--- config.mk ---
export PLATFORM = sky130hd
export DESIGN_NAME = msc_arith
export DESIGN_NICKNAME = d
export VERILOG_FILES = /design/src/sv/msc_pkg.sv /design/src/sv/msc_arith.sv
export SDC_FILE = /design/constraint.sdc
export NUM_CORES = 2
export LEC_CHECK = 0
export BUFFER_PORTS_ARGS = -buffer_cell sky130_fd_sc_hd__clkbuf_2
export CAP_MARGIN = 0
export CORE_MARGIN = 4
export CORE_UTILIZATION = 49
export CTS_CLUSTER_SIZE = 10
export DETAILED_ROUTE_END_ITERATION = 10
export PLACE_DENSITY_LB_ADDON = 0.3
export REMOVE_ABC_BUFFERS = 1
export SLEW_MARGIN = 30
export SYNTH_ARGS = -nofsm -noshare
export SYNTH_HDL_FRONTEND = slang
export SYNTH_SLANG_ARGS = --single-unit
--- constraint.sdc ---
create_clock -name aclk -period 18 [get_ports aclk]
set_input_delay 1.8 -clock aclk [delete_from_list [all_inputs] [get_ports aclk]]
set_output_delay 1.8 -clock aclk [all_outputs]
set_load 0.02 [all_outputs]
--- src/sv/msc_pkg.sv ---
`timescale 1ns / 1ps
`default_nettype none
// ----------------------------------------------------------------------------
// msc_pkg
// Types, constants and helpers shared by the mse split criterion unit.
// ----------------------------------------------------------------------------
package msc_pkg;

    localparam int MAX_SAMPLES_DEFAULT = 4096;
    localparam int WEIGHT_W            = 16;
    localparam int TARGET_W            = 16;
    localparam int POS_W               = 13;
    localparam int WTOT_W              = 36;
    localparam int OUT_W               = 64;
    localparam int WIDE_W              = 128;
    localparam int DVSR_W              = 64;
    localparam int ENTRY_W             = WEIGHT_W + TARGET_W;
    localparam int STATUS_W            = 2;

    localparam logic [WTOT_W-1:0] WTOT_RESET = WTOT_W'(256);
    localparam logic [OUT_W-1:0]  INT64_TOP  = {1'b0, {(OUT_W-1){1'b1}}};

    localparam logic [STATUS_W-1:0] STATUS_OK          = 2'd0;
    localparam logic [STATUS_W-1:0] STATUS_LEFT_EMPTY  = 2'd1;
    localparam logic [STATUS_W-1:0] STATUS_RIGHT_EMPTY = 2'd2;
    localparam logic [STATUS_W-1:0] STATUS_CLAMPED     = 2'd3;

    localparam logic [1:0] SIDE_NODE  = 2'd0;
    localparam logic [1:0] SIDE_LEFT  = 2'd1;
    localparam logic [1:0] SIDE_RIGHT = 2'd2;

    localparam logic OP_LOAD  = 1'b0;
    localparam logic OP_QUERY = 1'b1;

    typedef enum logic [3:0] {
        ST_IDLE,
        ST_LD_MUL,
        ST_LD_ACC,
        ST_WALK_RD,
        ST_WALK_MUL,
        ST_WALK_ACC,
        ST_ISSUE,
        ST_WAIT,
        ST_LR,
        ST_OUT
    } state_t;

    typedef enum logic [2:0] {
        STEP_SS,
        STEP_QW,
        STEP_WW,
        STEP_VAR,
        STEP_T,
        STEP_IMP
    } step_t;

    typedef enum logic {
        ARITH_MUL,
        ARITH_DIV
    } arith_op_t;

    typedef struct packed {
        logic      start;
        arith_op_t op;
    } arith_req_t;

    function automatic logic [OUT_W-1:0] sat64(input logic [WIDE_W-1:0] v);
        logic [OUT_W-1:0] r;
        if (v[WIDE_W-1:OUT_W-1] != '0) begin
            r = INT64_TOP;
        end else begin
            r = v[OUT_W-1:0];
        end
        return r;
    endfunction

endpackage
`default_nettype wire

--- src/sv/msc_arith.sv ---
`timescale 1ns / 1ps
`default_nettype none
// ----------------------------------------------------------------------------
// msc_arith
// Shared multi-cycle unit: 64x64 multiply (one byte per cycle) and
// 128 by 64 restoring divide (one quotient bit per cycle).
// ----------------------------------------------------------------------------
module msc_arith (
    input  wire logic                          aclk,
    input  wire logic                          aresetn,
    input  wire msc_pkg::arith_req_t           req,
    input  wire logic [msc_pkg::WIDE_W-1:0]    a,
    input  wire logic [msc_pkg::DVSR_W-1:0]    b,
    output logic                               done,
    output logic      [msc_pkg::WIDE_W-1:0]    result
);

    logic                          busy_reg;
    logic                          done_reg;
    msc_pkg::arith_op_t            op_reg;
    logic [6:0]                    cnt_reg;
    logic [msc_pkg::WIDE_W-1:0]    res_reg;
    logic [msc_pkg::WIDE_W-1:0]    mcand_reg;
    logic [msc_pkg::DVSR_W-1:0]    b_reg;
    logic [msc_pkg::DVSR_W-1:0]    rem_reg;

    logic [msc_pkg::WIDE_W+7:0]    pp;
    logic [msc_pkg::DVSR_W:0]      r2;
    logic                          ge;
    logic [msc_pkg::DVSR_W:0]      r2_sub;
    logic [6:0]                    last;

    assign pp     = mcand_reg * b_reg[7:0];
    assign r2     = {rem_reg, res_reg[msc_pkg::WIDE_W-1]};
    assign ge     = r2 >= {1'b0, b_reg};
    assign r2_sub = r2 - {1'b0, b_reg};
    assign last   = (op_reg == msc_pkg::ARITH_MUL) ? 7'd7 : 7'd127;

    always_ff @(posedge aclk) begin
        if (!aresetn) begin
            busy_reg <= 1'b0;
            done_reg <= 1'b0;
        end else begin
            done_reg <= 1'b0;
            if (req.start) begin
                busy_reg <= 1'b1;
            end else if (busy_reg && cnt_reg == last) begin
                busy_reg <= 1'b0;
                done_reg <= 1'b1;
            end
        end
    end

    always_ff @(posedge aclk) begin
        if (req.start) begin
            op_reg  <= req.op;
            cnt_reg <= '0;
            b_reg   <= b;
            rem_reg <= '0;
            if (req.op == msc_pkg::ARITH_MUL) begin
                res_reg   <= '0;
                mcand_reg <= {{(msc_pkg::WIDE_W-msc_pkg::DVSR_W){1'b0}},
                              a[msc_pkg::DVSR_W-1:0]};
            end else begin
                res_reg   <= a;
                mcand_reg <= '0;
            end
        end else if (busy_reg) begin
            cnt_reg <= cnt_reg + 7'd1;
            if (op_reg == msc_pkg::ARITH_MUL) begin
                res_reg   <= res_reg + pp[msc_pkg::WIDE_W-1:0];
                mcand_reg <= {mcand_reg[msc_pkg::WIDE_W-9:0], 8'd0};
                b_reg     <= {8'd0, b_reg[msc_pkg::DVSR_W-1:8]};
            end else begin
                rem_reg <= ge ? r2_sub[msc_pkg::DVSR_W-1:0] : r2[msc_pkg::DVSR_W-1:0];
                res_reg <= {res_reg[msc_pkg::WIDE_W-2:0], ge};
            end
        end
    end

    assign done   = done_reg;
    assign result = res_reg;

endmodule
`default_nettype wire

# Yosys cells after proc, flatten, opt, wreduce, memory -nomap -nowiden
# Cells that the tools add are included.
[word_totals]
latch_bits = 0
word_cells = 38
n_memories = 0
ramBits = 0
mem_bits_ro = 0
register_bits = 394
output_inout_bits = 129
inputBits = 196
[op_classes]
reduce_logical = 6
shift = 0
multipliers = 1
magnitude_cmp = 1
add_sub_neg = 3
n_mux = 16
n_bitwise = 1
eq_ne = 2
n_div = 0
[op_table]
columns = ["cell", "n"]
rows = [
  ["two-way mux 128 bit", 7],
  ["two-way mux 64 bit", 5],
  ["adder 128 bit", 1],
  ["multiplier 128 x 8 -> 128 bit", 1],
  ["greater-or-equal comparator 65 x 64 -> 1 bit", 1],
  ["subtractor 64 bit", 1],
  ["adder 7 x 1 -> 7 bit (second input constant)", 1],
  ["== test 7 bit", 1],
  ["two-way mux 7 bit", 1],
  ["AND reduction 2 bit", 2],
  ["nonzero test 2 bit", 2],
  ["two-way mux 1 bit", 3],
  ["!= test 2 bit (second input constant)", 1],
  ["OR reduction 2 bit", 1],
  ["logical AND 1 bit", 1],
  ["NOT 1 bit", 1],
]

# Longest topological paths before layout
[logic_depth]
word_depth = 5
ltp_mapped = 25
ltp_nobuf = 23

# Worst setup path after synthesis
# No wires, ideal clock.
[synth_path]
path_type = "register -> register"
from = "reg op_reg"
to = "reg b_reg[0] (netlist bit), enable pin"
stages_incl_launch_ff = 6
path_buffers = 4
setup_time_ns = 1.010
t_required_ns = 16.990
setup_slack_ns = 2.490
t_arrival_ns = 14.500
period_less_slack_ns = 15.510
path_cell_list = "edfxtp_1 -> clkbuf_1 -> clkbuf_1 -> clkbuf_1 -> clkbuf_1 -> o21ai_0"
[synth_between]
elab_chain_cells = 2
[synth_lines]
columns = ["element", "line_no", "rtl"]
rows = [
  ["start: declaration", "msc_arith.sv:20", "msc_pkg::arith_op_t op_reg;"],
  ["start signal: assignment", "msc_arith.sv:56", "op_reg <= req.op;"],
  ["!= test 2 bit (no line)", "n/a", ""],
  ["AND reduction 2 bit (no line)", "n/a", ""],
  ["end signal: assignment", "msc_arith.sv:73", "b_reg <= {8'd0, b_reg[msc_pkg::DVSR_W-1:8]};"],
  ["end: declaration", "msc_arith.sv:24", "logic [msc_pkg::DVSR_W-1:0] b_reg;"],
]
# Every way passes these cells.
# A chain may end at the register's enable or synchronous reset.

# Worst setup path in the final report
[layout_path]
from = "reg b_reg[0] (netlist bit)"
to = "reg res_reg (netlist bit result[111]) (data pin)"
[layout_between]
elab_chain_cells = 5
[layout_lines]
columns = ["element", "line_no", "rtl"]
rows = [
  ["multiplier 128 x 8 -> 128 bit", "msc_arith.sv:33", "assign pp = mcand_reg * b_reg[7:0];"],
  ["adder 128 bit", "msc_arith.sv:71", "res_reg <= res_reg + pp[msc_pkg::WIDE_W-1:0];"],
  ["two-way mux 128 bit", "msc_arith.sv:70", "if (op_reg == msc_pkg::ARITH_MUL) begin"],
  ["two-way mux 128 bit", "msc_arith.sv:68", "end else if (busy_reg) begin"],
  ["two-way mux 128 bit", "msc_arith.sv:55", "if (req.start) begin"],
  ["end signal: assignment", "msc_arith.sv:71", ""],
  ["end signal: assignment", "msc_arith.sv:76", "res_reg <= {res_reg[msc_pkg::WIDE_W-2:0], ge};"],
  ["end: declaration", "msc_arith.sv:22", "logic [msc_pkg::WIDE_W-1:0] res_reg;"],
]
# Every way passes these cells. The select of a mux whose other input is x is not followed.

==> results.py <==
metrics = {
    "cts": {
        "cts_hold_repair.buffers": 0,
        "clkSinkCount": 394,
        "cts_tree": "done",
        "post_cts_buffers": 0,
        "clkTransAtPathRegs_ps": 60,
        "post_cts_resized": 0,
        "clock_latency_ps": 690,
        "root_buffer": "clkbuf_16",
        "cts_max_path_buffers": 3,
        "ctsHtreeMaxLevel": 2,
        "numCtsBuffers": 53,
    },
    "grt": {
        "grt_pass1_vias": 48000,
        "grt_max_degree": 125,
        "grt_pass1_wl_um": 275000,
        "overflow": 0,
        "antenna_found_initial": 9,
        "grt.total_usage_pct": 29.1,
    },
    "placed_design": {
        "place.gp.congestion": 0.990,
        "port_buffers": 324,
        "hpwl_um": 131000,
    },
    "worst_setup_path": {
        "cp_max_fo": 67,
        "endpoint_kind": "flip-flop",
        "max_stage_delay_ps": 860,
        "r2r-end": "result[111]",
        "crit_path_frequent_cell": "fa_1",
        "worst_ep_arrival_time_ps": 8780,
        "critical_path.cell_chain": "buf_4, buf_4, nand2_1, fa_1, inv_1, fa_1, fa_1, inv_1, fa_1, inv_1, ha_1, nand2_1, or3_1, nor3_1, o2111ai_1, a21oi_1, nor2_1, o21ai_0, a31oi_1, xor2_1, o21ai_0",
        "start_kind": "flip-flop",
        "reg2regPathDepth": 21,
        "rr_startpoint": "b_reg[0]",
        "startpoint": "b_reg[0]",
        "r2r_setup_slack_ps": 9610,
        "cp.required_ps": 18400,
        "crit_type": "flip-flop to flip-flop",
        "worstSetupEndpoint": "result[111]",
        "worst_path_max_delay_cell": "buf_4",
    },
    "floorplan": {
        "die_h_um": 346,
        "die_area_um2": 120000,
        "start_util_pct": 49.5,
        "rows": 123,
        "die_w_um": 346,
        "core-area_um2": 113000,
        "io_pins": 325,
    },
    "final_layout": {
        "drive_gt1_share_pct": 7.17,
        "syn_to_final_growth_pct": 7.99,
        "nets": 7703,
        "fin_util_pct": 53.5,
    },
    "sta": {
        "min_period_ps": 8390,
        "rsz0062_at_grt": "false",
        "worst_slew_pin_slew_ps": 1090,
        "min_period_over_period_pct": 46.6,
        "relSlewSlack_pct": 26.2,
        "clock.fmax_ghz": 0.119,
        "setup_tns_ps": 0,
        "hold_viol": 0,
        "skew_ps": 15.9,
        "holdWs_ps": 483,
        "slew_violations": 0,
        "setup_viol_count_final": 0,
    },
    "route": {
        "drt-total-wl_um": 175000,
        "vias_per_cell": 5.77,
        "wirelength_met1_um": 69900,
        "wl_per_cell_um": 21.9,
        "dr_wl_met3_um": 17100,
        "drt_pass1_iterations": 8,
        "dr_wl_met2_um": 79000,
        "drt_first_iter_violations": 4229,
        "drc_errors": 0,
        "final_antenna_net_count": 0,
        "vias": 46200,
        "top_layer_used": "met5",
    },
    "logic_synthesis": {
        "synth_edf_count": 321,
        "yosysWarnings": 0,
        "syn_area_per_cell_um2": 8.81,
        "synth_cells": 6349,
        "ys.flop_type": "edfxtp_1",
        "syn_area_um2": 56000,
        "async_flop_share_pct": 0,
        "yosysUniqueCellTypes": 84,
        "yosysSeqAreaShare_pct": 19.8,
        "synth_seq_cells": 394,
    },
    "status": {
        "status": "finished, final reports clean",
    },
    "min_path": {
        "min_path_type": "flip-flop to flip-flop",
        "hold_depth": 2,
    },
    "run": {
        "cap_violations": 0,
    },
}
==> stage by stage <==
stage               instance area (um2)  setup WS, ps  std cells
global route                      60400          9340       7989
floorplan                         54700          1500       6029
finish                            60400          9610       7994
CTS                               60400          9770       7989
detailed placement                58600          9790       7891
global placement                  58600          9770       7890
==> logic make-up after synthesis <==
| group | count (synthesis) | share of synthesized area, % |
|---|---|---|
| AO/OA/AOI/OAI | 1290 | 14.0 |
| XOR/XNOR | 186 | 2.91 |
| adder cells (fa/ha/maj) | 1061 | 35.2 |
| buffers and inverters | 1408 | 9.47 |
| flip-flops | 394 | 19.8 |
| multiplexers | 27 | 0.487 |
| AND/OR/NAND/NOR | 1983 | 18.1 |
==> area by class of cell <==
class                      instances  area, um2
sequential                       394      11100
multi-input combinational       4547      39600
fill                           10400      52500
timing repair buffer             362       1970
clock inverter                    21        283
tap                             1500       1880
clock buffer                      77       1500
inverter                        1088       4090
antenna                            5       12.5
==> worst max-delay path: cells and delay by family (launching register included) <==
family / cells / cell delay [ps]
adder cells (fa/ha/maj): 5 / 2420
AO/OA/AOI/OAI: 5 / 2000
XOR/XNOR: 1 / 280
buffers and inverters: 5 / 1680
AND/OR/NAND/NOR: 5 / 1320
flip-flops: 1 / 320
==> how the worst min path moves through the flow <==
stage	slack, ps	start	endpoint
final	480	rem_reg[61]	rem_reg[61]
after global routing	510	rem_reg[61]	rem_reg[61]
after detailed placement	470	rem_reg[61]	rem_reg[61]
after CTS	480	rem_reg[61]	rem_reg[61]
after global placement	470	rem_reg[14]	rem_reg[14]
after floorplan	440	rem_reg[14]	rem_reg[14]
==> cell usage in the layout, fill, tap and decap left out, types with 25 or more instances in the layout <==
cell type  netlist  final
clkbuf_2         1    323
fa_1           859    859
o21ai_0        375    374
a31oi_1         25     25
nor2_1         271    270
a21o_1         106    106
nand2b_1        27     27
nand3_1         35     35
and2_1         725    723
o21bai_1        59     59
a22oi_1         43     43
xor2_1          75     75
dfxtp_1         73     73
nor2b_1         90     89
clkbuf_16        0     55
xnor2_1        111    111
nand2_1        629    628
a22o_1          66     66
nor3_1          46     46
nand4_1         78     78
edfxtp_1       321    321
buf_4            0     32
a21oi_1        452    452
ha_1           202    202
inv_1         1087   1087
mux2i_1         25     25
==> cells in the mapped netlist (all sizes together), types with 35 or more instances <==
| library cell | number | area, um2 |
|---|---|---|
| a21o | 106 | 796 |
| a21oi | 453 | 2270 |
| a22o | 66 | 578 |
| a22oi | 44 | 335 |
| and2 | 725 | 4540 |
| clkbuf | 294 | 1100 |
| dfxtp | 73 | 1460 |
| edfxtp | 321 | 9640 |
| fa | 859 | 17200 |
| ha | 202 | 2530 |
| inv | 1087 | 4080 |
| nand2 | 629 | 2360 |
| nand3 | 35 | 175 |
| nand4 | 78 | 488 |
| nor2 | 271 | 1020 |
| nor2b | 90 | 563 |
| nor3 | 46 | 230 |
| o21ai | 385 | 1940 |
| o21bai | 59 | 443 |
| xnor2 | 111 | 972 |
| xor2 | 75 | 657 |
==> metal layers <==
| layer | vias to the layer above | GRT usage, % |
|---|---|---|
| li1 | 20500 | - |
| met1 | 23100 | 38.3 |
| met2 | 2077 | 46.1 |
| met3 | 428 | 7.23 |
| met4 | 8 | 12.5 |
| met5 | - | 0 |
Power is not shown: default switching activity piles up to over one toggle a cycle in this logic, so the estimate is an artifact.
